==> src/hdl/gniw_pkg.sv <==
// Package for the grid neighborhood index walker.
// Holds sizes, register and function codes, the sequencer state type and the
// control bundle shared by the top level and the per-dimension cells.
`default_nettype none

package gniw_pkg;

  // Grid geometry
  localparam int MAX_DIMS   = 4;
  localparam int COORD_BITS = 16;
  localparam int INDEX_BITS = 32;

  // Derived widths
  localparam int OFF_BITS  = COORD_BITS + 1;   // signed offset digit
  localparam int SUM_BITS  = COORD_BITS + 3;   // signed coord/offset arithmetic
  localparam int MAG_BITS  = COORD_BITS + 1;   // magnitude of coord + offset
  localparam int CNT_BITS  = $clog2(INDEX_BITS + MAX_DIMS + 1);
  localparam int SPLIT_LEN = INDEX_BITS + MAX_DIMS;

  // Configuration port
  localparam int CFG_IDX_BITS  = 3;
  localparam int CFG_DATA_BITS = 16;
  localparam int DIM_CNT_BITS  = 3;

  localparam logic [CFG_IDX_BITS-1:0] REG_DIM_COUNT = 3'd0;
  localparam logic [CFG_IDX_BITS-1:0] REG_SIZE_DIM0 = 3'd1;
  localparam logic [CFG_IDX_BITS-1:0] REG_SIZE_DIM1 = 3'd2;
  localparam logic [CFG_IDX_BITS-1:0] REG_SIZE_DIM2 = 3'd3;
  localparam logic [CFG_IDX_BITS-1:0] REG_SIZE_DIM3 = 3'd4;
  localparam logic [CFG_IDX_BITS-1:0] REG_REACH     = 3'd5;
  localparam logic [CFG_IDX_BITS-1:0] REG_WRAP_MODE = 3'd6;

  // Request codes
  localparam logic FUNC_START = 1'b0;
  localparam logic FUNC_NEXT  = 1'b1;

  typedef enum logic [3:0] {
    ST_IDLE,
    ST_SPLIT,
    ST_COMMIT,
    ST_INIT,
    ST_LOAD,
    ST_MOD,
    ST_MAC,
    ST_STEP,
    ST_HOLD
  } gniw_state_t;

  // Broadcast controls and settings seen by every cell
  typedef struct packed {
    logic                  div_clr;
    logic                  mod_load;
    logic                  mod_shift;
    logic                  init_off;
    logic                  wrap;
    logic [COORD_BITS-1:0] reach;
  } cell_ctrl_t;

endpackage

`default_nettype wire

==> src/hdl/gniw_cell.sv <==
// One dimension cell of the neighborhood walker chain.
// Holds center coordinate and offset digit, runs a bit-serial divider and
// hands split, carry and index tokens to its neighbors; uses gniw_pkg.
`default_nettype none

module gniw_cell
  import gniw_pkg::*;
(
  input  wire logic                  clk,
  input  wire logic                  rst_n,
  input  wire cell_ctrl_t            ctrl,
  input  wire logic                  active,
  input  wire logic                  load_coord,
  input  wire logic [COORD_BITS-1:0] size,
  input  wire logic                  split_vld_in,
  input  wire logic                  split_bit_in,
  output logic                       split_vld_out,
  output logic                       split_bit_out,
  input  wire logic                  step_vld_in,
  input  wire logic                  step_carry_in,
  output logic                       step_vld_out,
  output logic                       step_carry_out,
  input  wire logic                  mac_vld_in,
  input  wire logic [INDEX_BITS-1:0] mac_idx_in,
  output logic                       mac_vld_out,
  output logic [INDEX_BITS-1:0]      mac_idx_out
);

  localparam logic signed [SUM_BITS-1:0] SumOne = SUM_BITS'(1);

  logic [COORD_BITS-1:0]        coord_r, coord_nxt;
  logic signed [OFF_BITS-1:0]   off_r, off_nxt;
  logic [COORD_BITS-1:0]        rem_r, rem_nxt;
  logic [MAG_BITS-1:0]          mag_r, mag_nxt;
  logic                         neg_r, neg_nxt;
  logic                         split_vld_r, split_bit_r, split_bit_nxt;
  logic                         step_vld_r, step_carry_r, step_carry_nxt;
  logic                         mac_vld_r;
  logic [INDEX_BITS-1:0]        mac_idx_r, mac_idx_nxt;

  logic signed [SUM_BITS-1:0]   reach_s, coord_s, size_s, off_s, off1_s;
  logic signed [SUM_BITS-1:0]   neg_reach_s, neg_coord_s, init_s, sum_s, abs_s;
  logic signed [OFF_BITS-1:0]   init_off;
  logic                         over, step_act;
  logic                         div_bit, div_en, div_ge;
  logic [COORD_BITS:0]          rem_wide, rem_step;
  logic [COORD_BITS-1:0]        coord_mod;
  logic [INDEX_BITS+COORD_BITS-1:0] prod;

  always_comb begin
    reach_s     = $signed({{(SUM_BITS-COORD_BITS){1'b0}}, ctrl.reach});
    coord_s     = $signed({{(SUM_BITS-COORD_BITS){1'b0}}, coord_r});
    size_s      = $signed({{(SUM_BITS-COORD_BITS){1'b0}}, size});
    off_s       = $signed({{(SUM_BITS-OFF_BITS){off_r[OFF_BITS-1]}}, off_r});
    off1_s      = off_s + SumOne;
    neg_reach_s = -reach_s;
    neg_coord_s = -coord_s;
    // first digit value: wrap runs from -reach, clip stops at the grid edge
    if (ctrl.wrap) begin
      init_s = neg_reach_s;
    end else begin
      init_s = (neg_reach_s > neg_coord_s) ? neg_reach_s : neg_coord_s;
    end
    init_off = $signed(init_s[OFF_BITS-1:0]);
    if (ctrl.wrap) begin
      over = (off1_s > reach_s) || ((off1_s + reach_s) >= size_s);
    end else begin
      over = (off1_s > reach_s) || ((coord_s + off1_s) >= size_s);
    end
    sum_s = coord_s + off_s;
    abs_s = sum_s[SUM_BITS-1] ? -sum_s : sum_s;
  end

  // Restoring divider step, fed by the split stream or the local magnitude
  always_comb begin
    div_bit  = ctrl.mod_shift ? mag_r[MAG_BITS-1] : split_bit_in;
    div_en   = ctrl.mod_shift || (split_vld_in && active);
    rem_wide = {rem_r, div_bit};
    div_ge   = rem_wide >= {1'b0, size};
    rem_step = div_ge ? (rem_wide - {1'b0, size}) : rem_wide;
  end

  always_comb begin
    coord_mod = (neg_r && (rem_r != '0)) ? (size - rem_r) : rem_r;
    prod      = mac_idx_in * size;
  end

  always_comb begin
    rem_nxt = rem_r;
    if (ctrl.div_clr || ctrl.mod_load) begin
      rem_nxt = '0;
    end else if (div_en) begin
      rem_nxt = rem_step[COORD_BITS-1:0];
    end

    split_bit_nxt = active ? div_ge : split_bit_in;

    coord_nxt = load_coord ? rem_r : coord_r;

    mag_nxt = mag_r;
    neg_nxt = neg_r;
    if (ctrl.mod_load) begin
      mag_nxt = abs_s[MAG_BITS-1:0];
      neg_nxt = sum_s[SUM_BITS-1];
    end else if (ctrl.mod_shift) begin
      mag_nxt = {mag_r[MAG_BITS-2:0], 1'b0};
    end

    step_act = step_vld_in && step_carry_in && active;
    off_nxt  = off_r;
    if (ctrl.init_off) begin
      off_nxt = init_off;
    end else if (step_act) begin
      off_nxt = over ? init_off : $signed(off1_s[OFF_BITS-1:0]);
    end
    step_carry_nxt = step_act ? over : step_carry_in;

    mac_idx_nxt = active ? (prod[INDEX_BITS-1:0] + INDEX_BITS'(coord_mod)) : mac_idx_in;
  end

  always_ff @(posedge clk) begin
    if (!rst_n) begin
      coord_r      <= '0;
      off_r        <= '0;
      split_vld_r  <= 1'b0;
      step_vld_r   <= 1'b0;
      mac_vld_r    <= 1'b0;
    end else begin
      coord_r      <= coord_nxt;
      off_r        <= off_nxt;
      split_vld_r  <= split_vld_in;
      step_vld_r   <= step_vld_in;
      mac_vld_r    <= mac_vld_in;
    end
  end

  always_ff @(posedge clk) begin
    rem_r        <= rem_nxt;
    mag_r        <= mag_nxt;
    neg_r        <= neg_nxt;
    split_bit_r  <= split_bit_nxt;
    step_carry_r <= step_carry_nxt;
    mac_idx_r    <= mac_idx_nxt;
  end

  assign split_vld_out  = split_vld_r;
  assign split_bit_out  = split_bit_r;
  assign step_vld_out   = step_vld_r;
  assign step_carry_out = step_carry_r;
  assign mac_vld_out    = mac_vld_r;
  assign mac_idx_out    = mac_idx_r;

endmodule

`default_nettype wire

==> src/hdl/grid_neighborhood_index_walker_core.sv <==
// Top level of the grid neighborhood index walker.
// Holds configuration, request sequencer and output register, and chains
// MAX_DIMS gniw_cell instances; uses gniw_pkg.
`default_nettype none

// The walker answers each request with one result: a start request (tuser 0)
// splits the flat center index into per-dimension coordinates and returns the
// first neighbor, or a done result flagged bad if the index is off-grid; a
// next request (tuser 1) returns the following neighbor or done once the
// neighborhood is used up. Requests are handled one at a time. A start
// streams the center index one bit a cycle through the chain of bit-serial
// dividers, then every cell reduces coord + offset by its extent with a
// MAG_BITS-step division, then the flat index is built by a multiply-add that
// moves one cell per cycle. On a next request the odometer carry moves one
// cell per cycle, then the same reduction and multiply-add run. A next request
// with no walk active answers done without running the chain. A finished
// result waits in the output register, so the next request is taken while it
// is still unread.
// Configuration writes are always ready and must only be issued while idle.

module grid_neighborhood_index_walker_core
  import gniw_pkg::*;
(
  input  wire logic                     clk,
  input  wire logic                     rst_n,
  // request channel
  input  wire logic                     in_tvalid,
  output logic                          in_tready,
  input  wire logic [INDEX_BITS-1:0]    in_tdata,   // [31:0] center_index
  input  wire logic [0:0]               in_tuser,   // [0] func
  // result channel
  output logic                          out_tvalid,
  input  wire logic                     out_tready,
  output logic [INDEX_BITS-1:0]         out_tdata,  // [31:0] neighbor_index
  output logic [1:0]                    out_tuser,  // [0] done_res, [1] bad_center
  // configuration writes
  input  wire logic                     cfg_valid,
  output logic                          cfg_ready,
  input  wire logic [CFG_IDX_BITS-1:0]  cfg_index,
  input  wire logic [CFG_DATA_BITS-1:0] cfg_data
);

  // configuration registers
  logic [DIM_CNT_BITS-1:0] dim_count_r;
  logic [COORD_BITS-1:0]   size_r [MAX_DIMS];
  logic [COORD_BITS-1:0]   reach_r;
  logic                    wrap_r;

  // sequencer
  gniw_state_t             state_r, state_nxt;
  logic [CNT_BITS-1:0]     cnt_r, cnt_nxt;
  logic [INDEX_BITS-1:0]   center_sr_r, center_sr_nxt;
  logic                    bad_acc_r, bad_acc_nxt;
  logic                    exhausted_r, exhausted_nxt;
  logic [INDEX_BITS-1:0]   res_idx_r, res_idx_nxt;
  logic                    res_done_r, res_done_nxt;
  logic                    res_bad_r, res_bad_nxt;

  // output register
  logic                    out_valid_r, out_valid_nxt;
  logic [INDEX_BITS-1:0]   out_idx_r;
  logic                    out_done_r, out_bad_r;

  // control outputs of the sequencer
  logic                    in_fire, out_load;
  logic                    split_inject, step_inject, mac_inject;
  logic [MAX_DIMS-1:0]     load_coord;
  cell_ctrl_t              cell_ctrl;

  // chain wiring: split and step run from the top cell down, index up
  logic                    split_vld_w   [MAX_DIMS+1];
  logic                    split_bit_w   [MAX_DIMS+1];
  logic                    step_vld_w    [MAX_DIMS+1];
  logic                    step_carry_w  [MAX_DIMS+1];
  logic                    mac_vld_w     [MAX_DIMS+1];
  logic [INDEX_BITS-1:0]   mac_idx_w     [MAX_DIMS+1];

  logic [DIM_CNT_BITS-1:0] dims_used;
  logic [MAX_DIMS-1:0]     active;
  logic [COORD_BITS-1:0]   extent [MAX_DIMS];

  assign cfg_ready = 1'b1;

  always_ff @(posedge clk) begin
    if (!rst_n) begin
      dim_count_r <= DIM_CNT_BITS'(1);
      for (int i = 0; i < MAX_DIMS; i++) begin
        size_r[i] <= COORD_BITS'(1);
      end
      reach_r <= '0;
      wrap_r  <= 1'b0;
    end else if (cfg_valid && cfg_ready) begin
      case (cfg_index)
        REG_DIM_COUNT: dim_count_r <= cfg_data[DIM_CNT_BITS-1:0];
        REG_SIZE_DIM0: size_r[0]   <= cfg_data[COORD_BITS-1:0];
        REG_SIZE_DIM1: size_r[1]   <= cfg_data[COORD_BITS-1:0];
        REG_SIZE_DIM2: size_r[2]   <= cfg_data[COORD_BITS-1:0];
        REG_SIZE_DIM3: size_r[3]   <= cfg_data[COORD_BITS-1:0];
        REG_REACH:     reach_r     <= cfg_data[COORD_BITS-1:0];
        REG_WRAP_MODE: wrap_r      <= cfg_data[0];
        default: ;
      endcase
    end
  end

  // Clamp dimension count to 1..MAX_DIMS, treat a zero extent as one
  always_comb begin
    if (dim_count_r == '0) begin
      dims_used = DIM_CNT_BITS'(1);
    end else if (dim_count_r > DIM_CNT_BITS'(MAX_DIMS)) begin
      dims_used = DIM_CNT_BITS'(MAX_DIMS);
    end else begin
      dims_used = dim_count_r;
    end
    for (int i = 0; i < MAX_DIMS; i++) begin
      active[i] = DIM_CNT_BITS'(i) < dims_used;
      extent[i] = (size_r[i] == '0) ? COORD_BITS'(1) : size_r[i];
    end
  end

  assign in_fire = in_tvalid && in_tready;

  // next state
  always_comb begin
    state_nxt = state_r;
    case (state_r)
      ST_IDLE: begin
        if (in_fire) begin
          if (in_tuser[0] == FUNC_START) begin
            state_nxt = ST_SPLIT;
          end else if (exhausted_r) begin
            state_nxt = ST_HOLD;
          end else begin
            state_nxt = ST_STEP;
          end
        end
      end
      ST_SPLIT: begin
        if (cnt_r == CNT_BITS'(SPLIT_LEN - 1)) begin
          state_nxt = ST_COMMIT;
        end
      end
      ST_COMMIT: state_nxt = bad_acc_r ? ST_HOLD : ST_INIT;
      ST_INIT:   state_nxt = ST_LOAD;
      ST_LOAD:   state_nxt = ST_MOD;
      ST_MOD: begin
        if (cnt_r == CNT_BITS'(MAG_BITS - 1)) begin
          state_nxt = ST_MAC;
        end
      end
      ST_MAC: begin
        if (mac_vld_w[MAX_DIMS]) begin
          state_nxt = ST_HOLD;
        end
      end
      ST_STEP: begin
        if (step_vld_w[0]) begin
          state_nxt = step_carry_w[0] ? ST_HOLD : ST_LOAD;
        end
      end
      ST_HOLD: begin
        if (!out_valid_r || out_tready) begin
          state_nxt = ST_IDLE;
        end
      end
      default: state_nxt = ST_IDLE;
    endcase
  end

  // sequencer outputs
  always_comb begin
    in_tready           = 1'b0;
    split_inject        = 1'b0;
    step_inject         = 1'b0;
    mac_inject          = 1'b0;
    out_load            = 1'b0;
    load_coord          = '0;
    cell_ctrl.div_clr   = 1'b0;
    cell_ctrl.mod_load  = 1'b0;
    cell_ctrl.mod_shift = 1'b0;
    cell_ctrl.init_off  = 1'b0;
    cell_ctrl.wrap      = wrap_r;
    cell_ctrl.reach     = reach_r;
    case (state_r)
      ST_IDLE: begin
        in_tready         = 1'b1;
        cell_ctrl.div_clr = in_tvalid && (in_tuser[0] == FUNC_START);
        // launch the carry token in the accepting cycle
        step_inject       = in_tvalid && (in_tuser[0] == FUNC_NEXT) && !exhausted_r;
      end
      ST_SPLIT:  split_inject = cnt_r < CNT_BITS'(INDEX_BITS);
      ST_COMMIT: begin
        for (int i = 0; i < MAX_DIMS; i++) begin
          // dimension 0 keeps its old coordinate when the center is rejected
          load_coord[i] = active[i] && ((i != 0) || !bad_acc_r);
        end
      end
      ST_INIT:   cell_ctrl.init_off  = 1'b1;
      ST_LOAD:   cell_ctrl.mod_load  = 1'b1;
      ST_MOD:    cell_ctrl.mod_shift = 1'b1;
      ST_MAC:    mac_inject = (cnt_r == '0);
      ST_STEP:   ;
      ST_HOLD:   out_load = !out_valid_r || out_tready;
      default:   ;
    endcase
  end

  // sequencer datapath
  always_comb begin
    cnt_nxt       = (state_nxt != state_r) ? '0 : cnt_r + CNT_BITS'(1);
    center_sr_nxt = center_sr_r;
    bad_acc_nxt   = bad_acc_r;
    exhausted_nxt = exhausted_r;
    res_idx_nxt   = res_idx_r;
    res_done_nxt  = res_done_r;
    res_bad_nxt   = res_bad_r;

    if (in_fire) begin
      center_sr_nxt = in_tdata;
      bad_acc_nxt   = 1'b0;
      // idle walk: answer done right away
      res_idx_nxt   = '0;
      res_done_nxt  = 1'b1;
      res_bad_nxt   = 1'b0;
    end

    case (state_r)
      ST_SPLIT: begin
        center_sr_nxt = {center_sr_r[INDEX_BITS-2:0], 1'b0};
        // any quotient bit left after dimension 0 means the center is off-grid
        bad_acc_nxt   = bad_acc_r | (split_vld_w[0] & split_bit_w[0]);
      end
      ST_COMMIT: begin
        exhausted_nxt = bad_acc_r;
        res_idx_nxt   = '0;
        res_done_nxt  = 1'b1;
        res_bad_nxt   = 1'b1;
      end
      ST_STEP: begin
        if (step_vld_w[0] && step_carry_w[0]) begin
          exhausted_nxt = 1'b1;
          res_idx_nxt   = '0;
          res_done_nxt  = 1'b1;
          res_bad_nxt   = 1'b0;
        end
      end
      ST_MAC: begin
        if (mac_vld_w[MAX_DIMS]) begin
          res_idx_nxt  = mac_idx_w[MAX_DIMS];
          res_done_nxt = 1'b0;
          res_bad_nxt  = 1'b0;
        end
      end
      default: ;
    endcase

    out_valid_nxt = out_load || (out_valid_r && !out_tready);
  end

  always_ff @(posedge clk) begin
    if (!rst_n) begin
      state_r     <= ST_IDLE;
      cnt_r       <= '0;
      exhausted_r <= 1'b1;
      out_valid_r <= 1'b0;
    end else begin
      state_r     <= state_nxt;
      cnt_r       <= cnt_nxt;
      exhausted_r <= exhausted_nxt;
      out_valid_r <= out_valid_nxt;
    end
  end

  always_ff @(posedge clk) begin
    center_sr_r <= center_sr_nxt;
    bad_acc_r   <= bad_acc_nxt;
    res_idx_r   <= res_idx_nxt;
    res_done_r  <= res_done_nxt;
    res_bad_r   <= res_bad_nxt;
    if (out_load) begin
      out_idx_r  <= res_idx_r;
      out_done_r <= res_done_r;
      out_bad_r  <= res_bad_r;
    end
  end

  assign out_tvalid = out_valid_r;
  assign out_tdata  = out_idx_r;
  assign out_tuser  = {out_bad_r, out_done_r};

  // chain ends
  assign split_vld_w[MAX_DIMS]  = split_inject;
  assign split_bit_w[MAX_DIMS]  = center_sr_r[INDEX_BITS-1];
  assign step_vld_w[MAX_DIMS]   = step_inject;
  assign step_carry_w[MAX_DIMS] = 1'b1;
  assign mac_vld_w[0]           = mac_inject;
  assign mac_idx_w[0]           = '0;

  for (genvar g = 0; g < MAX_DIMS; g++) begin : g_cell
    gniw_cell u_cell (
      .clk            (clk),
      .rst_n          (rst_n),
      .ctrl           (cell_ctrl),
      .active         (active[g]),
      .load_coord     (load_coord[g]),
      .size           (extent[g]),
      .split_vld_in   (split_vld_w[g+1]),
      .split_bit_in   (split_bit_w[g+1]),
      .split_vld_out  (split_vld_w[g]),
      .split_bit_out  (split_bit_w[g]),
      .step_vld_in    (step_vld_w[g+1]),
      .step_carry_in  (step_carry_w[g+1]),
      .step_vld_out   (step_vld_w[g]),
      .step_carry_out (step_carry_w[g]),
      .mac_vld_in     (mac_vld_w[g]),
      .mac_idx_in     (mac_idx_w[g]),
      .mac_vld_out    (mac_vld_w[g+1]),
      .mac_idx_out    (mac_idx_w[g+1])
    );
  end

`ifndef SYNTHESIS
  a_done_idx_zero: assert property (@(posedge clk) disable iff (!rst_n)
    out_tvalid && out_tuser[0] |-> out_tdata == '0)
    else $error("done result carries a nonzero index");

  a_bad_is_done: assert property (@(posedge clk) disable iff (!rst_n)
    out_tvalid && out_tuser[1] |-> out_tuser[0])
    else $error("bad center result not marked done");

  a_split_in_split: assert property (@(posedge clk) disable iff (!rst_n)
    split_vld_w[0] |-> state_r == ST_SPLIT)
    else $error("split stream left the chain outside the split phase");

  a_step_in_step: assert property (@(posedge clk) disable iff (!rst_n)
    step_vld_w[0] |-> state_r == ST_STEP)
    else $error("carry token left the chain outside the step phase");

  a_mac_in_mac: assert property (@(posedge clk) disable iff (!rst_n)
    mac_vld_w[MAX_DIMS] |-> state_r == ST_MAC)
    else $error("index token left the chain outside the index phase");
`endif

endmodule

`default_nettype wire
==> config.mk <==
export PLATFORM = sky130hd
export DESIGN_NAME = grid_neighborhood_index_walker_core
export DESIGN_NICKNAME = d
export VERILOG_FILES = /design/src/hdl/gniw_pkg.sv /design/src/hdl/gniw_cell.sv /design/src/hdl/grid_neighborhood_index_walker_core.sv
export SDC_FILE = /design/constraint.sdc
export NUM_CORES = 2
export LEC_CHECK = 0
export BUFFER_PORTS_ARGS = -buffer_cell sky130_fd_sc_hd__buf_2
export CAP_MARGIN = 0
export CORE_MARGIN = 2
export CORE_UTILIZATION = 55
export DETAILED_ROUTE_END_ITERATION = 16
export PLACE_DENSITY = 0.82
export SLEW_MARGIN = 10
export SYNTH_ARGS = -nofsm -noshare
export SYNTH_HDL_FRONTEND = slang
export SYNTH_SLANG_ARGS = --single-unit
==> constraint.sdc <==
create_clock -name clk -period 21.6 [get_ports clk]
set_input_delay 4.32 -clock clk [delete_from_list [all_inputs] [get_ports clk]]
set_output_delay 4.32 -clock clk [all_outputs]
set_load 0.005 [all_outputs]
==> run_results.csv <==
group,metric,value,unit
status,status,"finished clean",
floorplan,die_y,390,um
min_path,holdPathStages,0,
power,power_density,135,nW/um^2
routing,routed_wl,263,mm
synthesis,synthesis.area,81900,sq um
synthesis,yosys_register_bits,597,
clock_network,cts.sinks,597,
setup_path,cp.arrival,10.31,ns
setup_path,critPathKind,"register to register",
setup_path,worst_path_most_repeated_cell,"o21ai_0",
sta,maxSlewHeadroom,0.222,
clock_network,cts_hold_buf,0,
clock_network,clkLatencyLatePin,0.71,ns
floorplan,dieWidth,390,um
setup_path,cp_data_required_time,22.16,ns
sta,worst_pin_slew,1.16,ns
routing,drt-vias-per-instance,6.08,
routing,drt_iter0_drc,7254,
synthesis,synth_nets,11600,
routing,firstDrtPassIters,8,
clock_network,h-tree-depth,3,
clock_network,cts_tree,"done",
power,swShare,0.520,
sta,post-route-period-util,0.451,
routing,antenna_left,0,
synthesis,yosysUniqueCellTypes,103,
setup_path,reg2reg_slack,11.86,ns
setup_path,reg2reg_depth,34,
floorplan,start_util,0.554,
clock_network,clkTransAtPathRegs,0.06,ns
clock_network,cts_root_buffer,"clkbuf_16",
synthesis,synth_ff_type,"dfxtp_1",
power,p_clk_frac,0.112,
setup_path,startpoint,"size_r[2][12]$_SDFFCE_PN0P_",
synthesis,synth_edf_count,202,
sta,max_freq,0.103,GHz
sta,fin_crit,9.74,ns
setup_path,crit_end,"g_cell[2].u_cell.mac_idx_out[30]$_DFF_P_",
sta,hold_viol,0,
global_route,antenna_found_initial,16,
layout,layout-drive-gt1-share,0.0455,
global_route,grt_max_degree,104,
synthesis,synth_common_cells,"inv_1, nand2_1, ha_1, fa_1, nor2_1",
layout,syn2layout_area_growth,5.66,%
setup_path,worstSetupEndpointType,"register",
floorplan,core,148000,sq um
global_route,grt_first_pass_wirelength,406,mm
global_route,first_global_vias,71100,
sta,timing.setup.tns,0,ns
clock_network,cts-resized-gates,0,
floorplan,io_pins,94,
power,leakage,0.0403,uW
routing,drc_errors,0,
synthesis,synthArstFlopShare,0,
setup_path,worst-path-buf-inv,5,
setup_path,reg2reg_to,"g_cell[2].u_cell.mac_idx_out[30]$_DFF_P_",
floorplan,rows,141,
power,power_switching,6050,uW
routing,post_drt_wl_per_cell,22.5,um
min_path,hp-class,"register to register",
layout,fin_util,0.585,
setup_path,startpoint_type,"register",
power,p_comb_frac,0.757,
clock_network,cts_setup_buffers,0,
setup_path,cp_top_family,"compound AO/OA/AOI/OAI gates",
power,p_int,5590,uW
place,place_hpwl,204,mm
synthesis,synthMostInstantiatedCell,"inv_1",
synthesis,yosysSeqAreaShare,0.171,
place,io_buffers,92,
sta,rsz0062_at_grt,"false",
synthesis,yosysWarnings,0,
global_route,grt.total_usage,0.343,
synthesis,netlist_instances,9843,
power,ir_drop,456,uV
clock_network,cts_made_buffers,75,
layout,final_nets,11500,
run,drv_cap,0,
sta,hold-worst-slack,0.433,ns
sta,drv_slew,0,
routing,vias,71000,
sta,fin_skew,0.0390,ns
setup_path,critPathSlowestCell,"edfxtp_1",
sta,finalSetupViolCount,0,
synthesis,avgSynthCellArea,8.32,sq um
setup_path,r2r-start,"size_r[2][12]$_SDFFCE_PN0P_",
setup_path,cp_num_cells,34,
synthesis,yosysTopAreaCell,"fa_1",
floorplan,design.die.area,152000,sq um
global_route,gr-total-overflow,0,
setup_path,critPathMaxStageDelay,0.97,ns
synthesis,synth_top_cell_area_share,0.212,
synthesis,ys_top_cells_by_area,"fa_1, ha_1, dfxtp_1",
layout,fillCellCount,13000,
power,pwr-share-seq,0.130,
setup_path,critPathMaxFanout,37,
clock_network,cts_buffer_depth,3,
place,gp_congestion,1.04,
==> worst min-delay path by stage <==
| stage | slack (ns) | end | startpoint |
|---|---|---|---|
| 2_1_floorplan | 0.41 | g_cell[2].u_cell.step_carry_out$_DFF_P_ | g_cell[3].u_cell.step_carry_out$_SDFF_PN1_ |
| 3_3_place_gp | 0.42 | g_cell[3].u_cell.mac_vld_out$_SDFF_PN0_ | g_cell[2].u_cell.mac_vld_out$_SDFF_PN0_ |
| 3_5_place_dp | 0.42 | out_tdata[25]$_DFFE_PP_ | res_idx_r[25]$_DFF_P_ |
| 4_1_cts | 0.43 | out_tdata[30]$_DFFE_PP_ | res_idx_r[30]$_DFF_P_ |
| 5_1_grt | 0.45 | out_tdata[24]$_DFFE_PP_ | res_idx_r[24]$_DFF_P_ |
| 6_report | 0.43 | out_tdata[30]$_DFFE_PP_ | res_idx_r[30]$_DFF_P_ |
==> power groups by stage <==
stage | clock (uW) | sequential (uW) | combinational (uW)
final | 1310 | 1520 | 8820
after global routing | 1370 | 1520 | 9910
after CTS | 1330 | 1500 | 8750
after detailed placement | 0 | 1520 | 8670
after global placement | 0 | 1520 | 8410
after floorplan | 0 | 1320 | 6550
==> area by class of cell <==
class | instances | area (sq um) | share of cell area
multi-input cells | 7335 | 60800 | 0.703
flip-flops and latches | 597 | 14000 | 0.162
inverters | 1478 | 5550 | 0.0642
well taps | 1930 | 2410 | 0.0279
clock buffers | 94 | 1990 | 0.0230
repair buffers | 196 | 1240 | 0.0144
clock inverters | 44 | 502 | 0.00580
diodes | 7 | 17.5 | 0.000203
==> placed cells by master, fill, tap and decap left out, types with 19 or more instances in the layout <==
cell type,instances
clkbuf_16,77
o211ai_1,50
mux2i_1,56
nand4_1,78
dfxtp_1,394
nor4_1,65
mux2_2,39
ha_1,875
nand2b_1,81
o21bai_1,47
o21a_1,75
o41ai_1,21
or3_1,59
xnor2_1,342
and3_1,47
buf_2,92
a22o_1,71
fa_1,868
a31oi_1,52
xor2_1,220
a21oi_1,496
inv_1,1473
a211o_1,20
nor2b_1,78
o31ai_1,37
a21o_1,128
or2_2,22
a21boi_0,19
o2111ai_1,23
nor3_1,137
nand2_1,1272
nor2_1,574
and2_1,499
nand3_1,174
o21ai_0,404
edfxtp_1,202
a211oi_1,84
buf_4,104
==> registers in the layout, indices dropped and copies added (netlist names), 6 cells and up <==
register,flops
out_tdata,32
center_sr_r,32
g_cell.u_cell.coord_r,64
g_cell.u_cell.rem_r,64
reach_r,16
res_idx_r,32
g_cell.u_cell.off_r,68
size_r,64
g_cell.u_cell.mag_r,68
cnt_r,6
g_cell.u_cell.mac_idx_out,112
==> metal layers <==
layer	wire length (um)	track usage	vias to the layer above
met3	28000	0.0751	895
met4	17500	0.196	12
met1	104000	0.444	34100
met5	79	0	-
li1	-	-	32100
met2	113000	0.529	3875
==> metrics by stage <==
| step | total power (uW) | std cells | area (sq um) | worst slack, ns |
|---|---|---|---|---|
| final | 11600 | 11700 | 86500 | 11.86 |
| after floorplan | 7860 | 9843 | 81900 | 13.41 |
| after detailed placement | 10200 | 11500 | 84000 | 12.28 |
| after CTS | 11600 | 11700 | 86500 | 12.21 |
| after global routing | 12800 | 11700 | 86500 | 11.56 |
| after global placement | 9930 | 11500 | 84000 | 12.39 |
==> cells by family after synthesis <==
group                      count (synthesis)  share of synthesized area
adders and majority gates               1743                      0.346
xor gates and xnor gates                 562                     0.0601
buffers and inverters                   1911                     0.0881
muxes                                     96                     0.0124
other                                      1                  0.0000458
DFF                                      597                      0.171
AOI/OAI and AO/OA                       1751                      0.138
and+or+nand+nor                         3182                      0.184
No activity file was read; power rests on OpenSTA's default activity.
